**src/rtl/polynomial_bisection_root_assert.svh**
```systemverilog
// Assertion macros for the polynomial bisection root finder.
// Included by modules that carry concurrent checks; no other dependencies.
`ifndef POLYNOMIAL_BISECTION_ROOT_ASSERT_SVH
`define POLYNOMIAL_BISECTION_ROOT_ASSERT_SVH
`ifndef SYNTHESIS
`define PBR_ASSERT(lbl, clk, rstn, prop) \
	lbl: assert property (@(posedge clk) disable iff (!rstn) prop) \
		else $error("%m: check failed");
`define PBR_ASSERT_NEVER(lbl, clk, rstn, expr) \
	lbl: assert property (@(posedge clk) disable iff (!rstn) !(expr)) \
		else $error("%m: forbidden condition seen");
`else
`define PBR_ASSERT(lbl, clk, rstn, prop)
`define PBR_ASSERT_NEVER(lbl, clk, rstn, expr)
`endif
`endif

```
**src/rtl/pbr_pkg.sv**
```systemverilog
// Shared constants for the polynomial bisection root finder.
// No dependencies; used by polynomial_bisection_root.
`timescale 1ns / 1ps

package pbr_pkg;

	localparam int unsigned DATA_W  = 32;
	localparam int unsigned IDX_W   = 4;
	localparam int unsigned TOL_W   = 31;
	localparam int unsigned DEG_W   = 4;
	localparam int unsigned FRAC_W  = 16;

	localparam int unsigned S_TDATA_W = 136;
	localparam int unsigned M_TDATA_W = 32;
	localparam int unsigned M_TUSER_W = 2;

	// input word layout
	localparam int unsigned IDX_LSB   = 0;
	localparam int unsigned COEF_LSB  = 4;
	localparam int unsigned LEFT_LSB  = 36;
	localparam int unsigned RIGHT_LSB = 68;
	localparam int unsigned TOL_LSB   = 100;

	// output flag bits in tuser
	localparam int unsigned FLAG_EXACT = 0;
	localparam int unsigned FLAG_CAP   = 1;

	typedef enum logic {
		FUNC_LOAD  = 1'b0,
		FUNC_SOLVE = 1'b1
	} func_t;

endpackage

```
**src/rtl/polynomial_bisection_root.sv**
```systemverilog
// Polynomial root finder by interval bisection, Horner evaluation on one multiplier.
// Depends on pbr_pkg and polynomial_bisection_root_assert.svh.
//
//  channel  | dir | signals                       | content
//  ---------+-----+-------------------------------+-----------------------------------
//  s_*      | in  | s_tvalid s_tready s_tdata/user| load coefficient or solve request
//  m_*      | out | m_tvalid m_tready m_tdata/user| root and stop flags, one per solve
//  cfg_*    | in  | cfg_we cfg_wdata              | polynomial degree
//
// A load word is written into the coefficient store as it is taken. A solve word runs one
// Horner pass at the left end, then up to MAX_STEPS halvings, each a Horner pass at the
// midpoint on the single 32x32 multiplier, every coefficient passing a multiply state, then an add state.
// s_tready is low from acceptance of a solve word until its result is registered.
// A finished result waits in the output register while the next word is taken.
// Reset clears the coefficient store, the degree and all control state at once.
`timescale 1ns / 1ps
`include "polynomial_bisection_root_assert.svh"

module polynomial_bisection_root #(
	parameter int MAX_DEGREE = 15,
	parameter int MAX_STEPS  = 40
) (
	input  logic                           clk,
	input  logic                           arst_n,
	input  logic                           s_tvalid,
	output logic                           s_tready,
	// coef_index, coef_value, left_end, right_end, tolerance, zero pad
	input  logic [pbr_pkg::S_TDATA_W-1:0]  s_tdata,
	// func
	input  logic                           s_tuser,
	output logic                           m_tvalid,
	input  logic                           m_tready,
	// root
	output logic [pbr_pkg::M_TDATA_W-1:0]  m_tdata,
	// exact_hit, step_limit_hit
	output logic [pbr_pkg::M_TUSER_W-1:0]  m_tuser,
	input  logic                           cfg_we,
	input  logic [pbr_pkg::DEG_W-1:0]      cfg_wdata
);

	localparam int DEPTH = (MAX_DEGREE + 1 < 16) ? MAX_DEGREE + 1 : 16;
	localparam int CW    = $clog2(DEPTH);
	localparam int SW    = $clog2(MAX_STEPS + 1);
	localparam int DW    = pbr_pkg::DATA_W;

	typedef enum logic [2:0] {
		ST_IDLE,
		ST_CHECK,
		ST_MUL,
		ST_ADD,
		ST_DECIDE,
		ST_FINISH
	} state_t;

	state_t                 state_q;
	logic signed [DW-1:0]   coef_q [DEPTH];
	logic [pbr_pkg::DEG_W-1:0] degree_q;
	logic [CW-1:0]          n_q;
	logic [CW-1:0]          idx_q;
	logic [SW-1:0]          steps_q;
	logic signed [DW-1:0]   left_q, right_q, x_q, acc_q, fl_q;
	logic [pbr_pkg::TOL_W-1:0] tol_q;
	logic                   fl_valid_q;
	logic                   eval_mid_q;
	logic                   exact_q, cap_q;
	logic signed [2*DW-1:0] prod_s1;

	logic                   s_take;
	logic [pbr_pkg::IDX_W-1:0] in_idx;
	logic [pbr_pkg::TOL_W-1:0] in_tol;
	logic [CW-1:0]          n_eff;
	logic signed [DW:0]     mid_sum;
	logic signed [DW-1:0]   mid;
	logic signed [DW:0]     width;
	logic                   narrow;
	logic signed [DW-1:0]   scaled;
	logic signed [DW:0]     add_sum;
	logic signed [DW-1:0]   acc_next;
	logic                   keep_left;

	assign s_tready = (state_q == ST_IDLE);
	assign s_take   = s_tvalid && s_tready;
	assign in_idx   = s_tdata[pbr_pkg::IDX_LSB +: pbr_pkg::IDX_W];
	assign in_tol   = s_tdata[pbr_pkg::TOL_LSB +: pbr_pkg::TOL_W];

	always_comb begin
		if (32'(degree_q) > 32'(MAX_DEGREE)) begin
			n_eff = CW'(MAX_DEGREE);
		end else begin
			n_eff = degree_q[CW-1:0];
		end
	end

	// midpoint floor((l+r)/2) and width r-l, both exact in 33 bits
	assign mid_sum = {left_q[DW-1], left_q} + {right_q[DW-1], right_q};
	assign mid     = mid_sum[DW:1];
	assign width   = {right_q[DW-1], right_q} - {left_q[DW-1], left_q};
	assign narrow  = width < $signed({2'b00, tol_q});

	// Horner step: saturate floor(acc*x/2^16), add coefficient, saturate again
	always_comb begin
		if (prod_s1[2*DW-1:DW+pbr_pkg::FRAC_W-1] != {(DW-pbr_pkg::FRAC_W+1){1'b0}} &&
		    prod_s1[2*DW-1:DW+pbr_pkg::FRAC_W-1] != {(DW-pbr_pkg::FRAC_W+1){1'b1}}) begin
			scaled = prod_s1[2*DW-1] ? {1'b1, {(DW-1){1'b0}}} : {1'b0, {(DW-1){1'b1}}};
		end else begin
			scaled = prod_s1[DW+pbr_pkg::FRAC_W-1:pbr_pkg::FRAC_W];
		end
		add_sum = {scaled[DW-1], scaled} + {coef_q[idx_q][DW-1], coef_q[idx_q]};
		if (add_sum[DW] != add_sum[DW-1]) begin
			acc_next = add_sum[DW] ? {1'b1, {(DW-1){1'b0}}} : {1'b0, {(DW-1){1'b1}}};
		end else begin
			acc_next = add_sum[DW-1:0];
		end
	end

	assign keep_left = (fl_q < 0 && acc_q > 0) || (fl_q > 0 && acc_q < 0);

	always_ff @(posedge clk or negedge arst_n) begin
		if (!arst_n) begin
			degree_q <= '0;
		end else if (cfg_we) begin
			degree_q <= cfg_wdata;
		end
	end

	always_ff @(posedge clk or negedge arst_n) begin
		if (!arst_n) begin
			for (int i = 0; i < DEPTH; i++) begin
				coef_q[i] <= '0;
			end
		end else if (s_take && s_tuser == pbr_pkg::FUNC_LOAD &&
		             32'(in_idx) <= 32'(MAX_DEGREE)) begin
			coef_q[in_idx[CW-1:0]] <= s_tdata[pbr_pkg::COEF_LSB +: DW];
		end
	end

	always_ff @(posedge clk) begin
		prod_s1 <= acc_q * x_q;
	end

	always_ff @(posedge clk or negedge arst_n) begin
		if (!arst_n) begin
			state_q    <= ST_IDLE;
			m_tvalid   <= 1'b0;
			m_tdata    <= '0;
			m_tuser    <= '0;
			steps_q    <= '0;
			idx_q      <= '0;
			n_q        <= '0;
			fl_valid_q <= 1'b0;
			eval_mid_q <= 1'b0;
			exact_q    <= 1'b0;
			cap_q      <= 1'b0;
			left_q     <= '0;
			right_q    <= '0;
			tol_q      <= '0;
			x_q        <= '0;
			acc_q      <= '0;
			fl_q       <= '0;
		end else begin
			if (m_tvalid && m_tready && state_q != ST_FINISH) begin
				m_tvalid <= 1'b0;
			end
			case (state_q)
				ST_IDLE: begin
					if (s_take && s_tuser == pbr_pkg::FUNC_SOLVE) begin
						left_q     <= s_tdata[pbr_pkg::LEFT_LSB +: DW];
						right_q    <= s_tdata[pbr_pkg::RIGHT_LSB +: DW];
						tol_q      <= (in_tol == '0) ? pbr_pkg::TOL_W'(1) : in_tol;
						n_q        <= n_eff;
						steps_q    <= '0;
						fl_valid_q <= 1'b0;
						exact_q    <= 1'b0;
						cap_q      <= 1'b0;
						state_q    <= ST_CHECK;
					end
				end
				ST_CHECK: begin
					idx_q <= '0;
					acc_q <= '0;
					if (narrow) begin
						x_q     <= mid;
						state_q <= ST_FINISH;
					end else if (steps_q == SW'(MAX_STEPS)) begin
						x_q     <= mid;
						cap_q   <= 1'b1;
						state_q <= ST_FINISH;
					end else if (!fl_valid_q) begin
						x_q        <= left_q;
						eval_mid_q <= 1'b0;
						state_q    <= ST_MUL;
					end else begin
						x_q        <= mid;
						eval_mid_q <= 1'b1;
						state_q    <= ST_MUL;
					end
				end
				ST_MUL: begin
					state_q <= ST_ADD;
				end
				ST_ADD: begin
					acc_q <= acc_next;
					if (idx_q == n_q) begin
						state_q <= ST_DECIDE;
					end else begin
						idx_q   <= idx_q + CW'(1);
						state_q <= ST_MUL;
					end
				end
				ST_DECIDE: begin
					if (!eval_mid_q) begin
						fl_q       <= acc_q;
						fl_valid_q <= 1'b1;
						state_q    <= ST_CHECK;
					end else if (acc_q == '0) begin
						exact_q <= 1'b1;
						state_q <= ST_FINISH;
					end else begin
						if (keep_left) begin
							right_q <= x_q;
						end else begin
							left_q <= x_q;
							fl_q   <= acc_q;
						end
						steps_q <= steps_q + SW'(1);
						state_q <= ST_CHECK;
					end
				end
				ST_FINISH: begin
					if (!m_tvalid || m_tready) begin
						m_tvalid                    <= 1'b1;
						m_tdata                     <= x_q;
						m_tuser[pbr_pkg::FLAG_EXACT] <= exact_q;
						m_tuser[pbr_pkg::FLAG_CAP]   <= cap_q;
						state_q                     <= ST_IDLE;
					end
				end
				default: begin
					state_q <= ST_IDLE;
				end
			endcase
		end
	end

	`PBR_ASSERT_NEVER(a_flags_exclusive, clk, arst_n, m_tvalid && m_tuser[0] && m_tuser[1])
	`PBR_ASSERT_NEVER(a_steps_in_range, clk, arst_n, 32'(steps_q) > 32'(MAX_STEPS))
	`PBR_ASSERT(a_idx_in_range, clk, arst_n, (state_q == ST_MUL || state_q == ST_ADD) |-> idx_q <= n_q)
	`PBR_ASSERT(a_interval_ordered, clk, arst_n, (state_q == ST_MUL) |-> left_q <= right_q)

endmodule

```
**config.mk**
```make
export PLATFORM = sky130hd
export DESIGN_NAME = polynomial_bisection_root
export DESIGN_NICKNAME = d
export VERILOG_FILES = /design/src/rtl/pbr_pkg.sv /design/src/rtl/polynomial_bisection_root.sv
export VERILOG_INCLUDE_DIRS = /design/src /design/src/rtl
export SDC_FILE = /design/constraint.sdc
export NUM_CORES = 2
export LEC_CHECK = 0
export BUFFER_PORTS_ARGS = -buffer_cell sky130_fd_sc_hd__buf_2
export CORE_MARGIN = 5
export CORE_UTILIZATION = 40
export CTS_BUF_LIST = sky130_fd_sc_hd__clkbuf_8
export CTS_CLUSTER_SIZE = 14
export DETAILED_ROUTE_END_ITERATION = 10
export SETUP_SLACK_MARGIN = 0.1
export SKIP_LAST_GASP = 1
export SLEW_MARGIN = 25
export SYNTH_ARGS = -nofsm -noshare
export SYNTH_HDL_FRONTEND = slang
export SYNTH_SLANG_ARGS = --single-unit
```
**constraint.sdc**
```tcl
create_clock -name clk -period 8.9 [get_ports clk]
set_input_delay 1.78 -clock clk [delete_from_list [all_inputs] [get_ports clk]]
set_output_delay 1.78 -clock clk [all_outputs]
set_load 0.02 [all_outputs]
```
## Word level (Yosys, flattened, before mapping)

Index checks and enable logic that the tools add are counted.

| operators by class | value |
|---|---|
| add/subtract/negate cells | 5 |
| multipliers | 1 |
| magnitude comparators | 8 |
| eq/ne operators | 23 |
| multiplexer cells | 55 |
| bitwise logic cells | 5 |
| reductions and logical operators | 31 |

Operators by type and width:

| cell | number |
|---|---|
| $mux 32 | 21 |
| $bwmux 512 | 1 |
| $pmux 32 s2 | 3 |
| $bmux 32 s4 | 1 |
| $demux 32 s4 | 1 |
| $add 32x32->33 | 2 |
| $gt 32x1->1 const B | 2 |
| $lt 32x1->1 const B | 2 |
| $mul 32x32->64 | 1 |
| $lt 33x32->1 | 1 |
| $sub 32x32->33 | 1 |
| $logic_not 32->1 | 1 |
| $logic_not 31->1 | 1 |
| $mux 31 | 1 |
| $ne 2x2->1 const B | 12 |
| $mux 3 | 7 |
| $mux 6 | 3 |
| $pmux 3 s6 | 1 |
| $ne 17x17->1 const B | 1 |
| $reduce_bool 17->1 | 1 |
| $pmux 6 s2 | 1 |
| $reduce_and 4->1 | 3 |
| $ge 5x5->1 const B | 2 |
| $mux 1 | 10 |
| other kinds (24) | 48 |

| word-level totals | value |
|---|---|
| bits in registers | 827 |
| bits of input ports | 146 |
| output and inout port bits | 36 |
| word-level logic and storage cells | 163 |

## Logic depth before layout (Yosys ltp)

| logic depth | value |
|---|---|
| depth in word-level cells | 8 |
| gate-level depth with buffers | 31 |
| depth with buffers taken out | 29 |

## Worst setup path after synthesis

Ideal clock, no wire load.

| timing | value |
|---|---|
| path type | flip-flop to flip-flop |
| start point | register acc_q[31] |
| end point | register prod_s1[61] |
| setup time | 0.134 ns |
| data arrival time | 7.607 ns |
| required time | 8.766 ns |
| setup slack | 1.159 ns |
| cell stages (with the launch flop) | 27 |
| path buffers | 2 |
| clock period less this slack | 7.741 ns |
| cells stage by stage | dfrtp_1 clkbuf_1 clkbuf_1 nand2_1 inv_1 fa_1 inv_1 fa_1 inv_1 fa_1 fa_1 inv_1 fa_1 inv_1 fa_1 inv_1 fa_1 fa_1 inv_1 ha_1 a21oi_1 o21ai_0 or4_1 nor3_1 o31ai_1 a211oi_1 nor3_1 |

| on the way | value |
|---|---|
| word-level cells in the longest chain between the ends | 1 |

Ends and longest elaborated chain:

| what | RTL line | text |
|---|---|---|
| start, declared | polynomial_bisection_root.sv:61 | `logic signed [DW-1:0] left_q, right_q, x_q, acc_q, fl_q;` |
| start signal, assigned | polynomial_bisection_root.sv:202 | `acc_q <= acc_next;` |
| $mul 32x32->64 | polynomial_bisection_root.sv:138 | `prod_s1 <= acc_q * x_q;` |
| end signal, assigned | polynomial_bisection_root.sv:138 |  |
| end, declared | polynomial_bisection_root.sv:66 | `logic signed [2*DW-1:0] prod_s1;` |

Every way passes these cells.
A chain may end at the register's enable or synchronous reset.

## Final worst setup path

| timing | value |
|---|---|
| start point | register acc_q[12] |
| end point | register prod_s1[63] |

Same word-level chain as after synthesis.

==> summary.txt <==
Status
  – Status: completed

Routing
  – Final WL: 203000 um
  – Via-per-instance ratio: 5.25
  – Drt pass-1 iters: 5
  – WL/cell: 20.7 um
  – DRT iter0 DRCs: 3351
  – ANT nets after route: 0
  – Post-route DRC: 0
  – Overall via count from detail_route: 51300

STA
  – Final Hold Viols: 0
  – Unrepaired setup endpoints after global routing: yes
  – Slew @ Worst Pin: 1.03 ns
  – Post-Route Skew: 0.0661 ns
  – Final Setup Violations: 0
  – Slew HR: 31.1%
  – Final count of pins violating max slew: 0
  – Final min period: 8.56 ns
  – Max frequency: 117 MHz
  – Final Cycle Share: 96.2%

Yosys
  – Post-Syn Nets: 8596
  – Ys async rst share: 94.1%
  – Yosys warns: 0
  – EDFF count, synth: 0
  – Cell variety after synth: 81
  – Avg Inst Size Synth: 10.7 um2
  – Synth Cell Area: 0.0757 mm2
  – Mapped Cells: 7057
  – Sequential fraction of the synthesis area: 26.5%
  – Primary FF master, synth: dfrtp_1
  – FF+latch count, synth: 811

Worst setup path
  – Critical path class: reg -> reg
  – CP max stage cell: dfrtp_2
  – Worst path required time: 9.66 ns
  – WP data arrival: 9.33 ns
  – Crit-path max cell delay: 0.65 ns
  – Most frequent cell on the critical path: fa_1
  – Launch point of the worst path: acc_q[12]$_DFFE_PN0P_
  – Critical R2R Launch: acc_q[12]$_DFFE_PN0P_
  – CP top delay family: adder cells
  – R2r endpoint: prod_s1[63]$_DFF_P_
  – R2R Setup Slk: 0.34 ns
  – Worst Setup End Kind: flip-flop
  – Path depth of the worst reg2reg path: 29
  – Buf+Inv Stages, Crit Path: 8
  – Setup crit start kind: flip-flop
  – CP max FO: 12

Layout
  – Fin nets: 8707
  – Final Cell Area: 0.0833 mm2
  – Synth-to-layout area growth: 10.0%
  – Most frequent cells in the layout: 1158 x inv_1, 1084 x fa_1, 750 x dfrtp_1
  – Layout cells sized above 1: 19.7%
  – Most common cell after layout, fill and taps aside: inv_1

Die
  – Die height: 445 um
  – Die extent in x: 445 um
  – Core ar.: 0.188 mm2
  – Num ports: 182
  – Die Area: 0.198 mm2
  – Rows: 159
  – Starting Density: 40.3%

Place
  – # port buffers: 176
  – DP HPWL: 153000 um
  – RePlAce Congestion: 0.878
  – Post-placement cell area: 0.0801 mm2

CTS
  – CTS tree: yes
  – Hold buffers post-CTS: 0
  – Clock-pin slew on the worst setup and hold paths: 0.06 ns
  – Root buffer cell: clkbuf_8
  – Post-CTS setup buffers: 0
  – CTS Buffer Depth: 3
  – H-tree depth: 4
  – Num CTS Buffers: 143
  – Clock Latency Late Sink: 0.90 ns
  – Clk sinks: 811

GRT
  – Pin count of the biggest net entering global routing: 208
  – GR Util met3: 2.89%
  – Met2 usage: 34.6%
  – Vias in the first global route: 55800
  – Met1 Usage GRT: 29.3%
  – GR peak layer: met2
  – Grt total ovfl: 0
  – First-pass GRT wire length: 326000 um
  – Antenna violations before repair: 21
  – Gr usage total: 21.0%

Job
  – Max Cap Violations: 0

Min path
  – Hold path depth: 2
  – HP Class: reg -> reg
  – Hold endpoint: n_q[0]$_DFFE_PN0P_
  – Hold Startpoint: degree_q[0]$_DFFE_PN0P_
[Yosys cell counts, types with 11 or more instances]
library cell,count,area share [%]
a211oi_1,14,0.14
a21o_1,81,0.80
a21oi_1,279,1.8
a22oi_1,13,0.13
and2_1,498,4.1
and3_1,54,0.45
buf_1,52,0.26
buf_2,15,0.099
clkbuf_1,373,1.8
dfrtp_1,763,25
dfxtp_1,48,1.3
fa_1,1084,29
ha_1,309,5.1
inv_1,1114,5.5
maj3_1,11,0.15
mux2_2,584,8.7
mux2i_1,24,0.32
mux4_2,160,4.8
nand2_1,698,3.5
nand2b_1,33,0.27
nand3_1,31,0.20
nand4_1,31,0.26
nor2_1,207,1.0
nor2b_1,22,0.18
nor3_1,34,0.22
nor4_1,34,0.28
o211ai_1,13,0.13
o21a_1,19,0.19
o21ai_0,115,0.76
o21ai_1,41,0.27
o21bai_1,31,0.31
o31ai_1,11,0.11
or3_1,11,0.091
xnor2_1,94,1.1
xor2_1,44,0.51
[kinds of logic after synthesis]
family	count (synthesis)	synth area share (%)
muxes	768	13.8
DFF	811	26.5
adders and majority gates	1406	33.9
buffers and inverters	1561	7.83
AOI/OAI and AO/OA	695	5.60
and+or+nand+nor	1678	10.8
xor gates and xnor gates	138	1.60
[sequential cells by signal, indices dropped and copies added (netlist names), 3 cells and up]
register  cells
coef_q      512
prod_s1      48
acc_q        32
fl_q         32
left_q       32
m_tdata      32
right_q      32
x_q          32
tol_q        31
steps_q       6
degree_q      4
idx_q         4
n_q           4
state_q       3
[tightest hold or removal path, cell delays in order (launching register included)]
cell and delay [ns]:
dfrtp_1 0.34, nand2_1 0.05, nand2_1 0.05
[repair_timing]
item | CTS | global route
cloned | 0 | 0
gates resized for setup | 1 | 9
setup endpoints to repair | 3 | 13
[metrics by stage]
| step | hold WS (ns) | setup slack (ns) | cells | setup TNS [ns] | util (%) |
|---|---|---|---|---|---|
| final | 0.473 | 0.337 | 9785 | 0 | 44.3 |
| after global routing | 0.505 | -0.00213 | 9776 | -0.00213 | 44.3 |
| after CTS | 0.481 | 0.167 | 9771 | 0 | 44.3 |
| after detailed placement | 0.467 | 0.0634 | 9516 | 0 | 42.6 |
| after global placement | 0.461 | 0.214 | 9516 | 0 | 42.6 |
| after floorplan | 0.433 | 1.16 | 7057 | 0 | - |
[how the worst max path moves through the flow]
stage / to / slack, ns / cells past startpoint
floorplan: prod_s1[61]$_DFF_P_ / 1.16 / 26
global placement: prod_s1[63]$_DFF_P_ / 0.21 / 29
detailed placement: prod_s1[63]$_DFF_P_ / 0.06 / 29
CTS: prod_s1[61]$_DFF_P_ / 0.17 / 28
global route: prod_s1[61]$_DFF_P_ / -0.002 / 28
finish: prod_s1[63]$_DFF_P_ / 0.34 / 29
[routing by layer]
metal  share of wire [%]  vias to the layer above
met1                  44                    27100
met5               0.010                        -
met3                 4.8                      294
li1                    -                    22700
met4                 2.7                        4
met2                  48                     1246
[cell type report]
type | instances | area, um2
Clock inverter | 78 | 677
Inverter | 1114 | 4180
Clock buffer | 177 | 2440
Fill cell | 17700 | 105000
Multi-Input combinational cell | 4685 | 49900
Sequential cell | 811 | 20100
Timing Repair Buffer | 413 | 2940
Antenna cell | 12 | 30.0
Tap cell | 2495 | 3120
Power is not shown: default switching activity piles up to over one toggle a cycle in this logic, so the estimate is an artifact.
